**config.mk**
```make
export PLATFORM = sky130hd
export DESIGN_NAME = nnc_dist
export DESIGN_NICKNAME = d
export VERILOG_FILES = /design/src/rtl/nnc_pkg.sv /design/src/rtl/nnc_dist.sv
export SDC_FILE = /design/constraint.sdc
export NUM_CORES = 2
export LEC_CHECK = 0
export ABC_AREA = 1
export BUFFER_PORTS_ARGS = -buffer_cell sky130_fd_sc_hd__buf_2
export CAP_MARGIN = 20
export CORE_UTILIZATION = 60
export DETAILED_ROUTE_END_ITERATION = 12
export PLACE_DENSITY = 0.81
export SYNTH_ARGS = -nofsm -noshare
export SYNTH_HDL_FRONTEND = slang
export SYNTH_SLANG_ARGS = --single-unit
```
**constraint.sdc**
```tcl
create_clock -name clk -period 6.54 [get_ports clk]
set_input_delay 0.327 -clock clk [delete_from_list [all_inputs] [get_ports clk]]
set_output_delay 0.327 -clock clk [all_outputs]
set_load 0.005 [all_outputs]
```
**src/rtl/nnc_pkg.sv**
```systemverilog
`default_nettype none
package nnc_pkg;

	// Field widths
	localparam int AXIS_W   = 18;
	localparam int LABEL_W  = 3;
	localparam int CMD_W    = 2;
	localparam int STATUS_W = 2;

	// Distance datapath widths: difference, square, sum of three squares
	localparam int DIFF_W = AXIS_W + 1;
	localparam int SQ_W   = 2 * AXIS_W + 1;
	localparam int DIST_W = SQ_W + 2;

	// Command codes
	localparam logic [CMD_W-1:0] CMD_LOAD  = 2'd0;
	localparam logic [CMD_W-1:0] CMD_QUERY = 2'd1;
	localparam logic [CMD_W-1:0] CMD_CLEAR = 2'd2;

	// Status codes
	localparam logic [STATUS_W-1:0] STAT_OK    = 2'd0;
	localparam logic [STATUS_W-1:0] STAT_FULL  = 2'd1;
	localparam logic [STATUS_W-1:0] STAT_NOISE = 2'd2;
	localparam logic [STATUS_W-1:0] STAT_EMPTY = 2'd3;

	// Unit bounds in Q2.15
	localparam logic signed [AXIS_W-1:0] Q_ONE     = 18'sd32768;
	localparam logic signed [AXIS_W-1:0] Q_NEG_ONE = -18'sd32768;

	// One stored training point
	typedef struct packed {
		logic signed [AXIS_W-1:0] x;
		logic signed [AXIS_W-1:0] y;
		logic signed [AXIS_W-1:0] z;
		logic [LABEL_W-1:0]       label;
	} point_t;

	// Sideband that travels with each distance through the pipe
	typedef struct packed {
		logic               vld;
		logic               ok;
		logic               first;
		logic               last;
		logic [LABEL_W-1:0] label;
	} tag_t;

endpackage
`default_nettype wire

```
**src/rtl/nnc_dist.sv**
```systemverilog
`default_nettype none
module nnc_dist (
	input  wire logic                              clk,
	input  wire logic                              arst_n,
	input  wire nnc_pkg::point_t                   pt,
	input  wire logic signed [nnc_pkg::AXIS_W-1:0] qx,
	input  wire logic signed [nnc_pkg::AXIS_W-1:0] qy,
	input  wire logic signed [nnc_pkg::AXIS_W-1:0] qz,
	input  wire nnc_pkg::tag_t                     tag_in,
	output logic [nnc_pkg::DIST_W-1:0]             dist_sq,
	output nnc_pkg::tag_t                          tag_out
);

	localparam int DW = nnc_pkg::DIFF_W;
	localparam int SW = nnc_pkg::SQ_W;

	logic signed [DW-1:0]   dx_s1, dy_s1, dz_s1;
	logic signed [2*DW-1:0] px, py, pz;
	logic [SW-1:0]          sqx_s2, sqy_s2, sqz_s2;
	logic [nnc_pkg::DIST_W-1:0] dist_s3;
	nnc_pkg::tag_t          tag_s1, tag_s2, tag_s3;

	// Square each difference
	assign px = dx_s1 * dx_s1;
	assign py = dy_s1 * dy_s1;
	assign pz = dz_s1 * dz_s1;

	// Stage payload: difference, square, sum
	always_ff @(posedge clk) begin
		dx_s1   <= {pt.x[nnc_pkg::AXIS_W-1], pt.x} - {qx[nnc_pkg::AXIS_W-1], qx};
		dy_s1   <= {pt.y[nnc_pkg::AXIS_W-1], pt.y} - {qy[nnc_pkg::AXIS_W-1], qy};
		dz_s1   <= {pt.z[nnc_pkg::AXIS_W-1], pt.z} - {qz[nnc_pkg::AXIS_W-1], qz};
		sqx_s2  <= px[SW-1:0];
		sqy_s2  <= py[SW-1:0];
		sqz_s2  <= pz[SW-1:0];
		dist_s3 <= {2'b00, sqx_s2} + {2'b00, sqy_s2} + {2'b00, sqz_s2};
	end

	// Advance the sideband alongside
	always_ff @(posedge clk or negedge arst_n) begin
		if (!arst_n) begin
			tag_s1 <= '0;
			tag_s2 <= '0;
			tag_s3 <= '0;
		end else begin
			tag_s1 <= tag_in;
			tag_s2 <= tag_s1;
			tag_s3 <= tag_s2;
		end
	end

	assign dist_sq = dist_s3;
	assign tag_out = tag_s3;

endmodule
`default_nettype wire

```
==> out/results.ini <==
[run_status]
status = completed

[setup_path]
critPathRequiredTime_ns = 6.99
crit_end = sqx_s2[24]
ff2ff_setup_slack_ns = 0.38
end_kind = flip-flop
reg2reg_depth = 23
arrival_ns = 6.62
critPathMaxFanout = 14
path_class = flip-flop to flip-flop
crit_start = dx_s1[6]
start_kind = flip-flop
reg2reg_from = dx_s1[6]
rr_endpoint = sqx_s2[24]

[grt]
grt_usage = 0.2946
grt_pass1_vias = 40350
antenna_found_initial = 1
grt_pass1_wl_um = 195900
grt_max_degree = 22
grt-ovfl-total = 0

[final_layout]
nets = 7879
drive_gt1_frac = 0.05793
synthToLayoutAreaGrowth_pct = 6.734
insertedDiodeCount = 0

[synthesis]
yosysMostFrequentCell = inv_1
yosysWarnings = 0
synth_top_area_share = 0.4130
synth-edff-count = 0
syn_area_um2 = 49290
synth-seq-cells = 225
syn_inst = 6112
ys.flop_type = dfxtp_1
syn_avg_cell_area_um2 = 8.065
synthArstFlopShare = 0.09333
ys_types = 41
ys_seq_area_frac = 0.09351
synth_top_cell_by_area = fa_1
synth_area_leaders = fa_1, inv_1, ha_1
netlist_top_cells_count = inv_1, nand2_1, fa_1, ha_1, nor2_1

[sta]
fmax_mhz = 162.3
skew_ns = 0.05388
period_share = 0.9421
tightest_slew_ns = 0.6985
slew_headroom = 0.5337
tns_ns = 0
min_period_ns = 6.161
setup_viol = 0
maxSlewViolCount = 0
finalHoldViolations = 0
rsz0062_at_grt = no

[hold_path]
min-delay-start = qy[0]
min_path_type = input pin to flip-flop

[route]
drt_first_pass_iters = 7
vias_per_cell = 5.206
post_drt_wl_per_cell_um = 15.75
drtIter0Drc = 2673
postRouteAntennaNets = 0
via_count = 38320
totalWireLength_um = 115900
route.detailed.drc = 0

[cts]
postCtsSetupRepairBufs = 0
root_buffer = clkbuf_16
clock_latency_ns = 0.60
cts_tree = done
cts_buffer_depth = 3
cts_buffers = 26
clk_pin_slew_ns = 0.07
clock_sinks = 225
h-tree-depth = 1

[die]
row_count = 104
die_w_um = 288.6
coreArea_um2 = 80940
die_h_um = 288.6
dieArea_um2 = 83310
ios = 166
start_util = 0.6090

[placed_design]
gp_congestion = 0.9698
hpwl_um = 102300
portBuffers = 162

[flow_run]
maxCapViolCount = 0

[timing repair]
action | CTS | global route
endpoints found under the hold margin | 28 | 0
endpoints found under the setup margin | 0 | 17
gates resized for setup | 0 | 13
hold buffers | 8 | 0
[kinds of logic (layout without fill, tap and decap cells)]
family | after synthesis | in the layout | share of synthesized area
buffers and inverters | 1863 | 2050 | 0.1420
XOR/XNOR | 154 | 154 | 0.02736
flip-flops | 225 | 225 | 0.09351
other | 1 | 3 | 0.00007607
AND/OR/NAND/NOR | 2023 | 2023 | 0.1657
AO/OA/AOI/OAI | 368 | 368 | 0.04132
adder cells (fa/ha/maj) | 1478 | 1478 | 0.5300
[critical path, stage by stage, from the launching register on]
cell and delay (ns):
dfxtp_1 0.74, buf_4 0.29, nand2_1 0.12, fa_1 0.46, fa_1 0.46, fa_1 0.54
inv_1 0.05, fa_1 0.50, inv_1 0.06, fa_1 0.54, inv_1 0.05, fa_1 0.45
ha_1 0.30, ha_1 0.34, nand2_1 0.11, inv_1 0.06, a21oi_1 0.21, nand2_1 0.20
nand2_1 0.12, nand2_2 0.10, nand2_1 0.12, nand3_1 0.07, nand2_1 0.08, nand2_1 0.04
[metrics by stage]
stage                     utilization  hold WS [ns]  setup slack [ns]  cell area [um2]  instances
final                          0.6501       0.01962            0.3787            52610       7361
after global routing           0.6501       0.02026           0.02176            52610       7361
after CTS                      0.6498      0.002892            0.2304            52600       7361
after detailed placement       0.6384        0.2901            0.2983            51670       7305
after global placement         0.6384        0.2874            0.3951            51670       7305
after floorplan                     -       0.03141            0.4195            49300       6114
[worst min-delay path by stage]
stage                 end  slack (ns)  cells after the start
5_1_grt          dy_s1[0]        0.02                      3
6_report         dy_s1[0]        0.02                      3
2_1_floorplan  tag_out[0]        0.03                      0
3_3_place_gp    tag_s1[1]        0.29                      1
3_5_place_dp    tag_s1[1]        0.29                      1
4_1_cts          dy_s1[0]       0.003                      3
[layout make-up]
cell class              instances  area, um2
multi-input cells            4026      37700
fillers                      6707      28320
inverters                    1745       6554
flip-flops and latches        225       4622
repair buffers                257       1569
well taps                    1060       1326
clock buffers                  29      671.9
clock inverters                19      173.9
[layout by cell type, fill, tap and decap left out, drive strengths merged, types with 5 or more instances in the layout]
master,count
o21ai,96
xor2,130
nand4,63
dfrtp,21
nand3b,6
a21oi,202
clkinv,11
buf,249
clkbuf,29
dlygate4sd3,8
clkinvlp,5
a21o,12
nor2,276
xnor2,24
o21bai,40
ha,461
fa,1017
nor3,28
nor4,6
inv,1747
a31oi,6
nand3,166
dfxtp,204
nand2,1455
or2,19
[state kept, by name (all words and copies together), names as in the netlist]
signal	cells
dist_sq	39
sqx_s2	36
sqy_s2	36
sqz_s2	36
dx_s1	19
dy_s1	19
dz_s1	19
tag_out	7
tag_s1	7
tag_s2	7
[layer usage]
layer	GRT usage	up-vias	share of wire
met2	0.5007	1317	0.48
met1	0.3972	18640	0.42
li1	-	18130	-
met5	0	-	0
met4	0.08105	0	0.030
met3	0.03839	238	0.068
Power is left out: the tool's default activity adds up to more than one toggle a clock period on the data nets, which glitch-free logic cannot reach.
