[config.mk]
export PLATFORM = sky130hd
export DESIGN_NAME = nnc_cell
export DESIGN_NICKNAME = d
export VERILOG_FILES = /design/src/rtl/nnc_pkg.sv /design/src/rtl/nnc_cell.sv
export SDC_FILE = /design/constraint.sdc
export NUM_CORES = 1
export LEC_CHECK = 0
export ABC_AREA = 1
export BUFFER_PORTS_ARGS = -buffer_cell sky130_fd_sc_hd__buf_2
export CORE_UTILIZATION = 41
export CTS_BUF_LIST = sky130_fd_sc_hd__clkbuf_16
export CTS_CLUSTER_SIZE = 28
export DETAILED_ROUTE_END_ITERATION = 8
export PLACE_DENSITY = 0.8
export SYNTH_ARGS = -nofsm -noshare
export SYNTH_HDL_FRONTEND = slang
export SYNTH_SLANG_ARGS = --single-unit
[constraint.sdc]
create_clock -name clk -period 3 [get_ports clk]
set_clock_uncertainty 0.1 [all_clocks]
set_input_delay 0.3 -clock clk [delete_from_list [all_inputs] [get_ports clk]]
set_output_delay 0.3 -clock clk [all_outputs]
set_load 0.02 [all_outputs]
[src/rtl/nnc_pkg.sv]
`default_nettype none
package nnc_pkg;

	// Field widths
	localparam int AXIS_W   = 18;
	localparam int LABEL_W  = 3;
	localparam int CMD_W    = 2;
	localparam int STATUS_W = 2;

	// Distance datapath widths: difference, square, sum of three squares
	localparam int DIFF_W = AXIS_W + 1;
	localparam int SQ_W   = 2 * AXIS_W + 1;
	localparam int DIST_W = SQ_W + 2;

	// Command codes
	localparam logic [CMD_W-1:0] CMD_LOAD  = 2'd0;
	localparam logic [CMD_W-1:0] CMD_QUERY = 2'd1;
	localparam logic [CMD_W-1:0] CMD_CLEAR = 2'd2;

	// Status codes
	localparam logic [STATUS_W-1:0] STAT_OK    = 2'd0;
	localparam logic [STATUS_W-1:0] STAT_FULL  = 2'd1;
	localparam logic [STATUS_W-1:0] STAT_NOISE = 2'd2;
	localparam logic [STATUS_W-1:0] STAT_EMPTY = 2'd3;

	// Unit bounds in Q2.15
	localparam logic signed [AXIS_W-1:0] Q_ONE     = 18'sd32768;
	localparam logic signed [AXIS_W-1:0] Q_NEG_ONE = -18'sd32768;

	// One stored training point
	typedef struct packed {
		logic signed [AXIS_W-1:0] x;
		logic signed [AXIS_W-1:0] y;
		logic signed [AXIS_W-1:0] z;
		logic [LABEL_W-1:0]       label;
	} point_t;

	// Sideband that travels with each distance through the pipe
	typedef struct packed {
		logic               vld;
		logic               ok;
		logic               first;
		logic               last;
		logic [LABEL_W-1:0] label;
	} tag_t;

endpackage
`default_nettype wire

[src/rtl/nnc_cell.sv]
`default_nettype none
module nnc_cell (
	input  wire logic            clk,
	input  wire logic            wr,
	input  wire nnc_pkg::point_t wr_data,
	input  wire logic            shift,
	input  wire nnc_pkg::point_t nbr,
	output nnc_pkg::point_t      pt
);

	nnc_pkg::point_t pt_q;

	// Take a new training point, or pass the ring along by one place
	always_ff @(posedge clk) begin
		if (wr) begin
			pt_q <= wr_data;
		end else if (shift) begin
			pt_q <= nbr;
		end
	end

	assign pt = pt_q;

endmodule
`default_nettype wire

==> impl_metrics.json, run 1 <==
{
  "synth_cells": 243,
  "fmax_ghz": 0.597,
  "largest_register_ffs": 57,
  "slew_headroom": 0.393,
  "powerDensity_nw_per_um2": 609,
  "avgRoutedWirePerCell_um": 11.7,
  "worstHoldStart": "nbr[30]",
  "ys_seq_area_frac": 0.695,
  "synth.distinct_cells": 7,
  "num_vias": 2208,
  "setup_tns_ns": 0,
  "clockRootBuffer": "clkbuf_16",
  "via_per_inst": 4.51,
  "cts_buffer_depth": 2,
  "synth_edf_count": 57,
  "period_share": 0.558,
  "area_growth_pct": 45.7,
  "rsz0062_at_grt": "false",
  "yosysMostFrequentCell": "nand2_1",
  "grt.total_usage": 0.188,
  "rows": 27,
  "drt_pass1_iterations": 4,
  "cp-start-kind": "input pin",
  "antenna_left": 0,
  "ctsResizeCount": 0,
  "grt_max_degree": 58,
  "max_cap_violations": 0,
  "fp.dieH_um": 79.5,
  "drc": 0,
  "postCtsHoldBufs": 0,
  "coreArea_um2": 5640,
  "required_ns": 2.89,
  "initial_utilization": 0.436,
  "fillCellCount": 480,
  "clkSinkCount": 57,
  "hold_class": "in -> reg",
  "grt-ovfl-total": 0,
  "synth_commonest_cells": "nand2_1, edfxtp_1, buf_2",
  "crit_type": "in -> reg",
  "slew_violations": 0,
  "gp_congestion": 0.728,
  "postCtsSetupRepairBufs": 0,
  "whs_path_depth": 3,
  "ys_top_cells_by_area": "edfxtp_1, nand2_1, buf_6",
  "period_minus_slack_ns": 1.67,
  "crit_path_max_fanout": 40,
  "synthesis.area_um2": 2460,
  "power_leakage_nw": 1.92,
  "antenna_cells": 0,
  "cp-end-kind": "flip-flop",
  "fp.dieW_um": 79.5,
  "postSynthAreaPerCell_um2": 10.1,
  "io_buffers": 173,
  "hpwl_mm": 4.30,
  "status": "completed",
  "grt_pass1_vias": 2071,
  "final_util": 0.636,
  "synthFlopType": "edfxtp_1",
  "syn_nets": 360,
  "grt_pass1_wl_mm": 8.88,
  "finalHoldViolCount": 0,
  "vdd_drop_max_mv": 0.323,
  "cts_tree": "yes",
  "design.die.area_um2": 6320,
  "yosys_warnings": 0,
  "drt-initial-drc-count": 63,
  "htreeDepth": 3,
  "wl_mm": 5.71,
  "cts_buffers": 9,
  "synth_top_area_share": 0.695,
  "synth_seq_cells": 57,
  "cp_data_arrival_time_ns": 1.57,
  "synthArstFlopShare": 0,
  "yosys.area.top_type": "edfxtp_1",
  "antenna_found_initial": 0,
  "clk_pin_slew_ns": 0.05,
  "final_layout_size_suffix_gt1_frac": 0.447,
  "holdPathEnd": "pt[30]",
  "nets": 533,
  "tightest_slew_ns": 0.911,
  "io-pin-count": 174,
  "setup_viol": 0
}
[cells in the final DEF (no fill, tap or decap), drive strengths merged]
cell type  Yosys  layout
inv            1       3
clkinv         0       2
clkbuf         0       9
buf           13     175
nand2        171     171
or2            1       1
edfxtp        57      57
[critical path: stages]
cell and delay, ns:
buf_2 0.46, or2_2 0.50, buf_12 0.29
[logic make-up after synthesis]
logic type / after synthesis / share of synthesized area
and+or+nand+nor: 172 / 0.263
buffers and inverters: 14 / 0.0417
DFF: 57 / 0.695
[per-stage QoR]
step | std cells | area [um^2] | power [W] | hold WS [ns] | setup WS (ns)
floorplan | 243 | 2460 | 0.00123 | 0.379 | 0.669
global placement | 477 | 3350 | 0.00138 | 0.466 | 1.04
detailed placement | 477 | 3350 | 0.00139 | 0.466 | 0.984
CTS | 490 | 3590 | 0.00221 | 0.143 | 1.31
global route | 490 | 3590 | 0.00229 | 0.148 | 1.17
finish | 490 | 3590 | 0.00219 | 0.154 | 1.33
[per-layer routing]
layer  share of wire  up-vias  global-route usage
met1            0.39      968               0.200
met5               0        -                   0
met2            0.52      108               0.341
met3           0.080        8              0.0480
met4           0.015        0              0.0945
li1                -     1124                   -
[how the worst max path moves through the flow]
stage	startpoint	endpoint	cells after the start
final	wr	pt[36]	3
after global placement	wr	pt[38]	3
after floorplan	wr	pt[0]	3
after global routing	wr	pt[20]	4
after CTS	wr	pt[50]	3
after detailed placement	wr	pt[40]	3
[power breakdown]
part / switching (W) / internal, W
Sequential: 0.0000201 / 0.000981
Clock: 0.000281 / 0.000529
Combinational: 0.000236 / 0.000140
[layout make-up]
type | instances | area [um^2] | share of cell area
flip-flops and latches | 57 | 1710 | 0.477
repair buffers | 175 | 893 | 0.249
multi-input cells | 172 | 648 | 0.181
clock buffers | 9 | 225 | 0.0628
well taps | 72 | 90.1 | 0.0251
clock inverters | 4 | 16.3 | 0.00453
inverters | 1 | 3.75 | 0.00105
Power figures use the tool's default switching activity.
==> run 2, diff against run 1 <==
--- a/config.mk
+++ b/config.mk
@@ -5,7 +5,7 @@
 export SDC_FILE = /design/constraint.sdc
 export NUM_CORES = 1
 export LEC_CHECK = 0
-export ABC_AREA = 1
+export ABC_AREA = 0
 export BUFFER_PORTS_ARGS = -buffer_cell sky130_fd_sc_hd__buf_2
 export CORE_UTILIZATION = 41
 export CTS_BUF_LIST = sky130_fd_sc_hd__clkbuf_16
==> constraint.sdc (replaced) <==
create_clock -name clk -period 1.7 [get_ports clk]
set_clock_uncertainty 0.1 [all_clocks]
set_input_delay 0.17 -clock clk [delete_from_list [all_inputs] [get_ports clk]]
set_output_delay 0.17 -clock clk [all_outputs]
set_load 0.02 [all_outputs]
==> impl_metrics.json, run 2 <==
{
  "status": "completed",
  "fp.dieW_um": 79.8,
  "clockRootBuffer": "clkbuf_16",
  "grt_pass1_wl_mm": 8.73,
  "coreArea_um2": 5680,
  "crit_path_max_fanout": 1,
  "final_cell_area_um2": 3740,
  "powerDensity_nw_per_um2": 1100,
  "multi_input_comb_area_um2": 722,
  "fp.dieH_um": 79.8,
  "synth.distinct_cells": 6,
  "holdPathEnd": "pt[12]",
  "vdd_drop_max_mv": 0.689,
  "postSynthAreaPerCell_um2": 20.5,
  "synth_commonest_cells": "edfxtp_1, mux2_2, mux2_4",
  "whs_path_depth": 2,
  "yosysMostFrequentCell": "edfxtp_1",
  "fillCellCount": 422,
  "slew_headroom": 0.786,
  "synthFlopType": "edfxtp_1",
  "hold_class": "in -> reg",
  "rows": 27,
  "placed_area_um2": 3460,
  "cp_top_family": "flip-flops",
  "htreeDepth": 3,
  "required_ns": 1.43,
  "grt_max_degree": 26,
  "cts_buffers": 9,
  "io-pin-count": 174,
  "period_minus_slack_ns": 1.14,
  "area_growth_pct": 51.0,
  "fmax_ghz": 0.874,
  "cp-start-kind": "flip-flop",
  "drt_pass1_iterations": 4,
  "yosys.area.top_type": "edfxtp_1",
  "synth_cells": 121,
  "design.die.area_um2": 6360,
  "final_common_cell": "buf_2",
  "use_met1": 0.215,
  "grt_pass1_vias": 1806,
  "grt.total_usage": 0.191,
  "drt-initial-drc-count": 76,
  "gp_congestion": 0.755,
  "cpPeakStageDelay_ns": 0.39,
  "cts_tree": "yes",
  "regArea_um2": 1710,
  "period_share": 0.673,
  "nets": 421,
  "avgRoutedWirePerCell_um": 15.0,
  "rsz0062_at_grt": "false",
  "antenna_left": 0,
  "yosys_warnings": 0,
  "worstHoldStart": "nbr[12]",
  "num_vias": 1806,
  "finalHoldViolCount": 0,
  "ys_seq_area_frac": 0.690,
  "postCtsHoldBufs": 0,
  "grtUsageMet3": 0.0629,
  "final_cell_mix": "buf_2, edfxtp_1, mux2_2, mux2_4, clkbuf_16",
  "synthArstFlopShare": 0,
  "antenna_found_initial": 0,
  "synthesis.area_um2": 2480,
  "grt_util_met2": 0.323,
  "setup_viol": 0,
  "final_layout_size_suffix_gt1_frac": 0.803,
  "drc": 0,
  "grt-ovfl-total": 0,
  "clk_pin_slew_ns": 0.05,
  "syn_nets": 238,
  "ys_top_cells_by_area": "edfxtp_1, mux2_2, mux2_4",
  "postCtsSetupRepairBufs": 0,
  "cp-end-kind": "output pin",
  "ctsResizeCount": 0,
  "power_leakage_nw": 1.76,
  "cts_buffer_depth": 2,
  "cp_cell_sequence": "buf_2",
  "busiest_layer": "met2",
  "initial_utilization": 0.437,
  "crit_type": "reg -> out",
  "tightest_slew_ns": 0.321,
  "wl_mm": 5.73,
  "synth_edf_count": 57,
  "synth_seq_cells": 57,
  "io_buffers": 173,
  "antenna_cells": 0,
  "clkSinkCount": 57,
  "cp_slowest_cell": "edfxtp_1",
  "largest_register_ffs": 57,
  "max_cap_violations": 0,
  "setup_tns_ns": 0,
  "via_per_inst": 4.74,
  "worstPathBufferInverterCount": 1,
  "slew_violations": 0,
  "cp_data_arrival_time_ns": 0.87,
  "synth_top_area_share": 0.690
}
run 2: cell types whose count changed in the layout (fill, tap and decap cells not counted):
cell       delta
or2_2         -1
buf_12        +2
or2_4         +1
bufinv_16     +1
inv_1         +1
clkinv_2      +1
buf_4         +1
nand2_1     -171
inv_2         -1
mux2_4       +19
mux2_2       +38
run 2: per-stage QoR:
| stage | worst slack [ns] | hold WS [ns] | utilization | cells | total power, W |
|---|---|---|---|---|---|
| floorplan | 0.261 | 0.287 | - | 121 | 0.00219 |
| global placement | 0.346 | 0.370 | 0.610 | 365 | 0.00248 |
| detailed placement | 0.318 | 0.374 | 0.610 | 365 | 0.00250 |
| CTS | 0.537 | 0.0505 | 0.660 | 381 | 0.00417 |
| global route | 0.524 | 0.0488 | 0.660 | 381 | 0.00429 |
| finish | 0.556 | 0.0614 | 0.660 | 381 | 0.00412 |
run 2: cell families after synthesis:
kind of cell | share of synthesized area
multiplexers | 0.288
buffers and inverters | 0.0197
AND/OR/NAND/NOR | 0.00252
flip-flops | 0.690
run 2: area by class of cell:
cell class / instances / share of cell area
Sequential cell: 57 / 0.457
Clock inverter: 7 / 0.0147
Tap cell: 72 / 0.0241
Timing Repair Buffer: 178 / 0.251
Clock buffer: 9 / 0.0601
Multi-Input combinational cell: 58 / 0.193
run 2: worst max-delay path by stage:
stage / slack [ns] / cells after the start / from / endpoint
floorplan: 0.26 / 3 / wr / pt[0]
global placement: 0.35 / 3 / wr / pt[27]
detailed placement: 0.32 / 3 / wr / pt[29]
CTS: 0.54 / 1 / pt[25] / pt[25]
global route: 0.52 / 1 / pt[5] / pt[5]
finish: 0.56 / 1 / pt[25] / pt[25]
run 2: power breakdown:
group / internal, W / switching [W]
logic: 0.000325 / 0.000377
registers: 0.00173 / 0.0000382
clock network: 0.00110 / 0.000542
total: 0.00316 / 0.000958
run 2: metal layers:
metal	vias to the layer above	wire, um
li1	846	-
met1	839	2100
met2	112	2970
met3	9	533
met4	0	133
met5	-	0
